===== src/hw/rtl/dib_pkg.sv =====
`timescale 1ns / 1ps
// dib_pkg: shared constants, types and the filter step function for the
// debounced input bank. Used by dib_div and debounced_input_bank_top.
package dib_pkg;

	localparam int SLOTS      = 4;                   // channel bits in every field
	localparam int FILT_SHIFT = 22;                  // fixed-point scale of alpha
	localparam int ALPHA_W    = FILT_SHIFT + 1;      // alpha <= 2^22
	localparam int DIVISOR_W  = 9;                   // tau + 1 <= 256
	localparam int DIV_STEPS  = 12;                  // two quotient bits a step
	localparam int DIV_CNT_W  = 4;
	localparam int PROD_W     = ALPHA_W + 8;         // alpha * |target - level|
	localparam int CFG_ADDR_W = 2;
	localparam int CFG_DATA_W = 32;
	localparam int IN_DATA_W  = 8;
	localparam int OUT_DATA_W = 24;
	localparam int CHANNELS_DEF = 4;

	localparam logic [CFG_DATA_W-1:0] TAU_RST   = 32'h3232_3232;
	localparam logic [7:0]            THR_H_RST = 8'd192;
	localparam logic [7:0]            THR_L_RST = 8'd64;
	localparam logic [SLOTS-1:0]      LED_RST   = 4'hF;

	typedef enum logic [CFG_ADDR_W-1:0] {
		REG_TAU   = 2'd0,
		REG_THR_H = 2'd1,
		REG_THR_L = 2'd2,
		REG_LED   = 2'd3
	} reg_idx_t;

	// one filter step: level moves toward 255 (up) or 0 by the scaled product,
	// rounded toward zero around the midpoint 128 as the fixed-point form does
	function automatic logic [7:0] filt_next(input logic [7:0] lvl, input logic up,
			input logic [PROD_W-1:0] prod);
		logic [7:0]  mag;
		logic [8:0]  p;
		logic        frac;
		logic [8:0]  gap;
		logic        ext;
		logic [9:0]  step;
		logic [9:0]  sum;
		logic [7:0]  res;
		mag  = up ? (8'd255 - lvl) : lvl;
		p    = prod[PROD_W-1:FILT_SHIFT];
		frac = |prod[FILT_SHIFT-1:0];
		if (p == 9'd0) begin
			// minimum step of one whole unit
			p    = 9'd1;
			frac = 1'b0;
		end
		if (up) begin
			gap = 9'd128 - {1'b0, lvl};
			ext = frac && !lvl[7] && (p < gap);
		end else begin
			gap = {1'b0, lvl} - 9'd128;
			ext = frac && lvl[7] && (p < gap);
		end
		step = {1'b0, p} + {9'd0, ext};
		if (mag == 8'd0) begin
			res = lvl;
		end else if (up) begin
			sum = {2'b00, lvl} + step;
			res = (sum > 10'd255) ? 8'd255 : sum[7:0];
		end else begin
			res = (step > {2'b00, lvl}) ? 8'd0 : 8'(({2'b00, lvl} - step));
		end
		return res;
	endfunction

endpackage


===== src/hw/rtl/dib_div.sv =====
`timescale 1ns / 1ps
// dib_div: iterative radix-4 divider computing alpha = 2^22 / divisor.
// Depends on dib_pkg for widths and step count.
module dib_div
	import dib_pkg::*;
(
	input  logic                 clk,
	input  logic                 arst_n,
	input  logic                 start,
	input  logic [DIVISOR_W-1:0] divisor,
	output logic                 done,
	output logic [ALPHA_W-1:0]   quotient
);

	logic                 busy_q;
	logic                 done_q;
	logic [DIV_CNT_W-1:0] cnt_q;
	logic [DIVISOR_W-1:0] rem_q;
	logic [2*DIV_STEPS-1:0] quo_q;

	logic [DIVISOR_W:0]   r1, r2;
	logic [DIVISOR_W-1:0] r1s, r2s;
	logic                 ge1, ge2, b0;

	// dividend is a single one at bit 22: only the low bit of the first pair
	assign b0 = (cnt_q == '0);

	always_comb begin
		r1  = {rem_q, 1'b0};
		ge1 = (r1 >= {1'b0, divisor});
		r1s = ge1 ? DIVISOR_W'(r1 - {1'b0, divisor}) : r1[DIVISOR_W-1:0];
		r2  = {r1s, b0};
		ge2 = (r2 >= {1'b0, divisor});
		r2s = ge2 ? DIVISOR_W'(r2 - {1'b0, divisor}) : r2[DIVISOR_W-1:0];
	end

	always_ff @(posedge clk or negedge arst_n) begin
		if (!arst_n) begin
			busy_q <= 1'b0;
			done_q <= 1'b0;
			cnt_q  <= '0;
		end else begin
			done_q <= 1'b0;
			if (start) begin
				busy_q <= 1'b1;
				cnt_q  <= '0;
			end else if (busy_q) begin
				cnt_q <= cnt_q + 1'b1;
				if (cnt_q == DIV_CNT_W'(DIV_STEPS - 1)) begin
					busy_q <= 1'b0;
					done_q <= 1'b1;
				end
			end
		end
	end

	always_ff @(posedge clk) begin
		if (start) begin
			rem_q <= '0;
			quo_q <= '0;
		end else if (busy_q) begin
			rem_q <= r2s;
			quo_q <= {quo_q[2*DIV_STEPS-3:0], ge1, ge2};
		end
	end

	assign done     = done_q;
	assign quotient = quo_q[ALPHA_W-1:0];

endmodule


===== src/hw/rtl/debounced_input_bank_top.sv =====
`timescale 1ns / 1ps
// debounced_input_bank_top: per-channel filter, hysteresis and edge masks
// for a bank of raw inputs. Depends on dib_pkg and dib_div.
//
//  channel  | direction | payload
//  s_*      | in        | tdata[3:0] raw_levels
//  m_*      | out       | tdata stable, rise, fall, any, raw echo, led levels
//  cfg_*    | in        | write enable, register index, write data
//
// each channel of an item starts the shared divider, which runs its 12
// radix-4 steps for alpha and signals done; then come the multiply (ST_MUL)
// and the update (ST_FIN). after the last channel the result loads the output
// register, and only then is a new item accepted. s_tready is high only while
// no item is in work. a finished result sits in the output register; the next
// item is accepted meanwhile, and its result waits until that register is taken.
// reset clears levels and stable bits and loads the register defaults.
module debounced_input_bank_top
	import dib_pkg::*;
#(
	parameter int CHANNELS = CHANNELS_DEF
) (
	input  logic                  clk,
	input  logic                  arst_n,
	input  logic                  s_tvalid,
	output logic                  s_tready,
	input  logic [IN_DATA_W-1:0]  s_tdata,   // [3:0] raw_levels
	output logic                  m_tvalid,
	input  logic                  m_tready,
	output logic [OUT_DATA_W-1:0] m_tdata,   // [3:0] stable_states, [7:4] edges_rise,
	                                         // [11:8] edges_fall, [15:12] edges_any,
	                                         // [19:16] raw_echo, [23:20] led_levels
	input  logic                  cfg_we,
	input  logic [CFG_ADDR_W-1:0] cfg_addr,
	input  logic [CFG_DATA_W-1:0] cfg_wdata
);

	localparam int CH_W = (CHANNELS > 1) ? $clog2(CHANNELS) : 1;
	localparam logic [SLOTS-1:0] CH_MASK = SLOTS'((1 << CHANNELS) - 1);

	typedef enum logic [2:0] {ST_IDLE, ST_DIV, ST_MUL, ST_FIN, ST_OUT} state_t;

	state_t                state_q;
	logic [CH_W-1:0]       ch_q;
	logic                  start_q;
	logic [SLOTS-1:0]      raw_q;
	logic [CHANNELS-1:0]   old_q;
	logic [CHANNELS-1:0]   stable_q;
	logic [7:0]            level_q [CHANNELS];
	logic [PROD_W-1:0]     prod_q;
	logic                  m_tvalid_q;
	logic [OUT_DATA_W-1:0] m_tdata_q;

	logic [CFG_DATA_W-1:0] tau_q;
	logic [7:0]            thr_h_q;
	logic [7:0]            thr_l_q;
	logic [SLOTS-1:0]      led_q;

	logic                  div_done;
	logic [ALPHA_W-1:0]    alpha;
	logic [7:0]            tau_cur;
	logic [7:0]            lvl_cur;
	logic                  up_cur;
	logic [7:0]            mag_cur;
	logic [7:0]            lvl_new;
	logic                  st_prev, st_next;
	logic [SLOTS-1:0]      new4, old4;
	logic                  out_load;

	assign tau_cur = tau_q[ch_q*8 +: 8];
	assign lvl_cur = level_q[ch_q];
	assign up_cur  = raw_q[ch_q];
	assign mag_cur = up_cur ? (8'd255 - lvl_cur) : lvl_cur;
	assign lvl_new = filt_next(lvl_cur, up_cur, prod_q);
	assign st_prev = stable_q[ch_q];

	// result moves into the output register once that register is free
	assign out_load = (state_q == ST_OUT) && (!m_tvalid_q || m_tready);

	// hysteresis: each bit tested only against the rule for its own value
	always_comb begin
		st_next = st_prev;
		if (!st_prev && (lvl_new >= thr_h_q))
			st_next = 1'b1;
		else if (st_prev && (lvl_new <= thr_l_q))
			st_next = 1'b0;
	end

	assign new4 = SLOTS'(stable_q);
	assign old4 = SLOTS'(old_q);

	dib_div u_div (
		.clk      (clk),
		.arst_n   (arst_n),
		.start    (start_q),
		.divisor  ({1'b0, tau_cur} + 9'd1),
		.done     (div_done),
		.quotient (alpha)
	);

	always_ff @(posedge clk or negedge arst_n) begin
		if (!arst_n) begin
			tau_q   <= TAU_RST;
			thr_h_q <= THR_H_RST;
			thr_l_q <= THR_L_RST;
			led_q   <= LED_RST;
		end else if (cfg_we) begin
			unique case (reg_idx_t'(cfg_addr))
				REG_TAU:   tau_q   <= cfg_wdata;
				REG_THR_H: thr_h_q <= cfg_wdata[7:0];
				REG_THR_L: thr_l_q <= cfg_wdata[7:0];
				REG_LED:   led_q   <= cfg_wdata[SLOTS-1:0];
			endcase
		end
	end

	always_ff @(posedge clk or negedge arst_n) begin
		if (!arst_n) begin
			state_q    <= ST_IDLE;
			ch_q       <= '0;
			start_q    <= 1'b0;
			raw_q      <= '0;
			old_q      <= '0;
			stable_q   <= '0;
			m_tvalid_q <= 1'b0;
			for (int i = 0; i < CHANNELS; i++)
				level_q[i] <= '0;
		end else begin
			start_q <= 1'b0;
			if (out_load)
				m_tvalid_q <= 1'b1;
			else if (m_tready)
				m_tvalid_q <= 1'b0;
			unique case (state_q)
				ST_IDLE: begin
					if (s_tvalid) begin
						raw_q   <= s_tdata[SLOTS-1:0] & CH_MASK;
						old_q   <= stable_q;
						ch_q    <= '0;
						start_q <= 1'b1;
						state_q <= ST_DIV;
					end
				end
				ST_DIV: begin
					if (div_done)
						state_q <= ST_MUL;
				end
				ST_MUL: begin
					state_q <= ST_FIN;
				end
				ST_FIN: begin
					level_q[ch_q]  <= lvl_new;
					stable_q[ch_q] <= st_next;
					if (ch_q == CH_W'(CHANNELS - 1)) begin
						state_q <= ST_OUT;
					end else begin
						ch_q    <= ch_q + 1'b1;
						start_q <= 1'b1;
						state_q <= ST_DIV;
					end
				end
				ST_OUT: begin
					if (out_load)
						state_q <= ST_IDLE;
				end
				default: state_q <= ST_IDLE;
			endcase
		end
	end

	// payload registers
	always_ff @(posedge clk) begin
		if (state_q == ST_MUL)
			prod_q <= {8'd0, alpha} * {{(ALPHA_W){1'b0}}, mag_cur};
		if (out_load)
			m_tdata_q <= {(new4 ^ led_q) & CH_MASK, raw_q, old4 ^ new4,
				old4 & ~new4, ~old4 & new4, new4};
	end

	assign s_tready = (state_q == ST_IDLE);
	assign m_tvalid = m_tvalid_q;
	assign m_tdata  = m_tdata_q;

	// no new item is taken in the cycle after one is accepted
	a_busy_after_accept: assert property (@(posedge clk) disable iff (!arst_n)
		(s_tvalid && s_tready) |=> !s_tready)
		else $error("input accepted while an item is in work");

	// divider finishes only while the sequencer waits for it
	a_div_done_state: assert property (@(posedge clk) disable iff (!arst_n)
		div_done |-> (state_q == ST_DIV))
		else $error("divider result outside the divide phase");

	// edge masks stay consistent with each other
	a_edge_union: assert property (@(posedge clk) disable iff (!arst_n)
		m_tvalid |-> ((m_tdata[15:12] == (m_tdata[7:4] | m_tdata[11:8]))
			&& ((m_tdata[7:4] & m_tdata[11:8]) == 4'd0)))
		else $error("edge masks inconsistent");

endmodule

===== config.mk =====
export PLATFORM = sky130hd
export DESIGN_NAME = debounced_input_bank_top
export DESIGN_NICKNAME = d
export VERILOG_FILES = /design/src/hw/rtl/dib_pkg.sv /design/src/hw/rtl/dib_div.sv /design/src/hw/rtl/debounced_input_bank_top.sv
export SDC_FILE = /design/constraint.sdc
export NUM_CORES = 1
export LEC_CHECK = 0
export ABC_AREA = 1
export BUFFER_PORTS_ARGS = -buffer_cell sky130_fd_sc_hd__buf_2
export CAP_MARGIN = 20
export CORE_MARGIN = 3
export CORE_UTILIZATION = 47
export DETAILED_ROUTE_END_ITERATION = 12
export PLACE_DENSITY_LB_ADDON = 0.12
export SLEW_MARGIN = 10
export SYNTH_ARGS = -nofsm -noshare
export SYNTH_HDL_FRONTEND = slang
export SYNTH_SLANG_ARGS = --single-unit
export TNS_END_PERCENT = 1

===== constraint.sdc =====
create_clock -name clk -period 7.9 [get_ports clk]
set_input_delay 1.185 -clock clk [delete_from_list [all_inputs] [get_ports clk]]
set_output_delay 1.185 -clock clk [all_outputs]
set_load 0.01 [all_outputs]

==> results.sh <==
export IMPL_drtIter0Drc=858
export IMPL_worst_slew_pin_slew_ns=0.827
export IMPL_dieHeight_um=195
export IMPL_die_area_um2=37900
export IMPL_cp_common_cell="nand2_1"
export IMPL_yosysSeqAreaShare=0.302
export IMPL_ios=73
export IMPL_design_core_area_um2=34800
export IMPL_diodes=0
export IMPL_finalHoldViolCount=0
export IMPL_finalWirelength_um=41400
export IMPL_drv_cap=0
export IMPL_antenna_found_initial=0
export IMPL_nNetsFinal=2415
export IMPL_crit_slowest_cell="dfrtp_1"
export IMPL_syn_inst=2050
export IMPL_nFillCells=3353
export IMPL_clock_skew_ns=0.0167
export IMPL_ys_flop_type="dfrtp_1"
export IMPL_synth_edf_count=55
export IMPL_layout_min_cycle_time_ns=7.09
export IMPL_cp_max_fo=26
export IMPL_cts_resized=0
export IMPL_start_util=0.481
export IMPL_vias_per_cell=5.30
export IMPL_async_flop_share=0.556
export IMPL_die_width_um=195
export IMPL_cts_buffers=17
export IMPL_drive_above_1_share=0.0975
export IMPL_outcome="complete, no violations"
export IMPL_cts_root_buf="clkbuf_16"
export IMPL_required_ns=8.22
export IMPL_fin_crit_sh=0.898
export IMPL_overflow=0
export IMPL_max_freq_mhz=141
export IMPL_clk_pin_slew_worst_paths_ns=0.08
export IMPL_rrSetupSlack_ns=0.81
export IMPL_drc=0
export IMPL_cts_sinks=196
export IMPL_core_rowCount=68
export IMPL_dp_final_hpwl_um=32100
export IMPL_clockBufferDepth=2
export IMPL_drtAntennaViolNets=0
export IMPL_setup_tns_ns=0
export IMPL_clk_latency_ns=0.45
export IMPL_synthTopCellsByCount="538 x nand2_1, 312 x inv_1, 157 x nor2_1, 139 x ha_1, 129 x fa_1"
export IMPL_syn_nets=2365
export IMPL_synth_seq_cells=196
export IMPL_htree_levels=4
export IMPL_vias=13601
export IMPL_worst_path_largest_cell_delay_ns=0.67
export IMPL_yosys_cell_count_top_type="nand2_1"
export IMPL_cts_tree="done"
export IMPL_hold_buffers=0
export IMPL_syn_area_um2=16700
export IMPL_post_synth_top_area_fraction=0.154
export IMPL_dr_pass1_iters=5
export IMPL_grt_pass1_wl_um=69700
export IMPL_synth_distinct_cells=60
export IMPL_yosys_warnings=0
export IMPL_finalSetupViolations=0
export IMPL_yosys_area_top_type="fa_1"
export IMPL_startpoint_type="register"
export IMPL_wire_per_inst_um=16.1
export IMPL_crit_type="register to register"
export IMPL_synth_area_leaders="fa_1 15%, dfrtp_1 13%, nand2_1 12%"
export IMPL_syn_avg_cell_area_um2=8.16
export IMPL_grtUsageTotal=0.225
export IMPL_gp_congestion=0.961
export IMPL_arrival_ns=7.41
export IMPL_grt_max_degree=67
export IMPL_slew_headroom=0.448
export IMPL_grt_pass1_vias=13805
export IMPL_slew_viol_final=0
export IMPL_cp_end_kind="register"
export IMPL_post_cts_buffers=0
export IMPL_hold_class="register to register"
export IMPL_areaGrowthSynthToFinish_pct=8.82
export IMPL_io_buffers=68
export IMPL_rsz0062_at_grt="no"
-- flip-flops by register name, indices dropped and copies added (netlist names), 2 cells and up --
name         cells
level_q         32
new4             4
prod_q          31
m_tdata         24
u_div.cnt_q      4
u_div.rem_q      9
tau_q           32
old4             4
thr_l_q          8
raw_q            4
state_q          3
led_q            4
u_div.quo_q     23
thr_h_q          8
ch_q             2
-- kinds of logic (layout without fill, tap and decap cells) --
family | count (synthesis) | count (layout) | synth area share
fa+ha+maj | 268 | 268 | 0.258
xor+xnor | 63 | 63 | 0.0343
mux | 26 | 26 | 0.0175
flops | 196 | 196 | 0.302
simple gates | 848 | 848 | 0.207
buf+inv | 386 | 449 | 0.0902
compound gates | 263 | 263 | 0.0908
-- critical path: cells and delay by family (launching register included) --
family                     cells  cell delay [ns]
buffers and inverters          3             0.56
adders and majority gates      6             1.58
AOI/OAI and AO/OA             11             1.85
DFF                            1             0.67
xor gates and xnor gates       1             0.21
and+or+nand+nor               22             2.10
-- routing by layer --
layer / vias to the layer above / global-route usage / wire length, µm
met5: - / 0 / 0
met4: 0 / 0.0556 / 708
met3: 46 / 0.0376 / 1800
met2: 275 / 0.369 / 19300
met1: 6642 / 0.315 / 19600
li1: 6638 / - / -
-- final timing paths --
kind | from | to | cells past startpoint
setup reg to reg | ch_q[0]$_DFFE_PN0P_ | new4[2]$_DFFE_PN0P_ | 43
setup / recovery | ch_q[0]$_DFFE_PN0P_ | new4[2]$_DFFE_PN0P_ | 43
hold / removal | u_div.rem_q[1]$_SDFFE_PP0P_ | u_div.rem_q[1]$_SDFFE_PP0P_ | 2
hold reg to reg | u_div.rem_q[1]$_SDFFE_PP0P_ | u_div.rem_q[1]$_SDFFE_PP0P_ | 2
min in group asynchronous | arst_n | old4[2]$_DFFE_PN0P_ | 1
max in group asynchronous | arst_n | u_div.cnt_q[2]$_DFFE_PN0P_ | 2
-- placed cells by master (no fill, tap or decap), types with 19 or more instances in the layout --
master and count:
mux2_2 26, o22ai_1 23, xor2_1 40, nor2_1 156
nand2_1 538, inv_1 312, edfxtp_1 55, dfxtp_1 32
dfstp_2 19, nand3_1 80, nor3_1 19, fa_1 129
a21oi_1 81, buf_4 23, xnor2_1 19, buf_2 67
o21ai_0 89, ha_1 139, dfrtp_1 90
-- cell type report --
class / instances / area [µm²] / share of cell area
Sequential cell: 196 / 5040 / 0.277
Multi-Input combinational cell: 1468 / 10200 / 0.560
Tap cell: 455 / 569 / 0.0313
Clock inverter: 12 / 183 / 0.0100
Timing Repair Buffer: 91 / 519 / 0.0285
Clock buffer: 20 / 458 / 0.0252
Inverter: 326 / 1230 / 0.0675
-- through the flow --
stage                     area [µm²]  worst slack [ns]  hold slack, ns  utilization  instances
after floorplan                16700              1.89           0.441            -       2050
after global placement         17500              1.03           0.462        0.504       2535
after detailed placement       17500             0.882           0.465        0.504       2535
after CTS                      18200             0.853           0.481        0.523       2567
after global routing           18200            0.0121           0.505        0.523       2568
final                          18200             0.806           0.483        0.523       2568
Power is left out: the tool's default activity adds up to more than one toggle a clock period on the data nets, which glitch-free logic cannot reach.
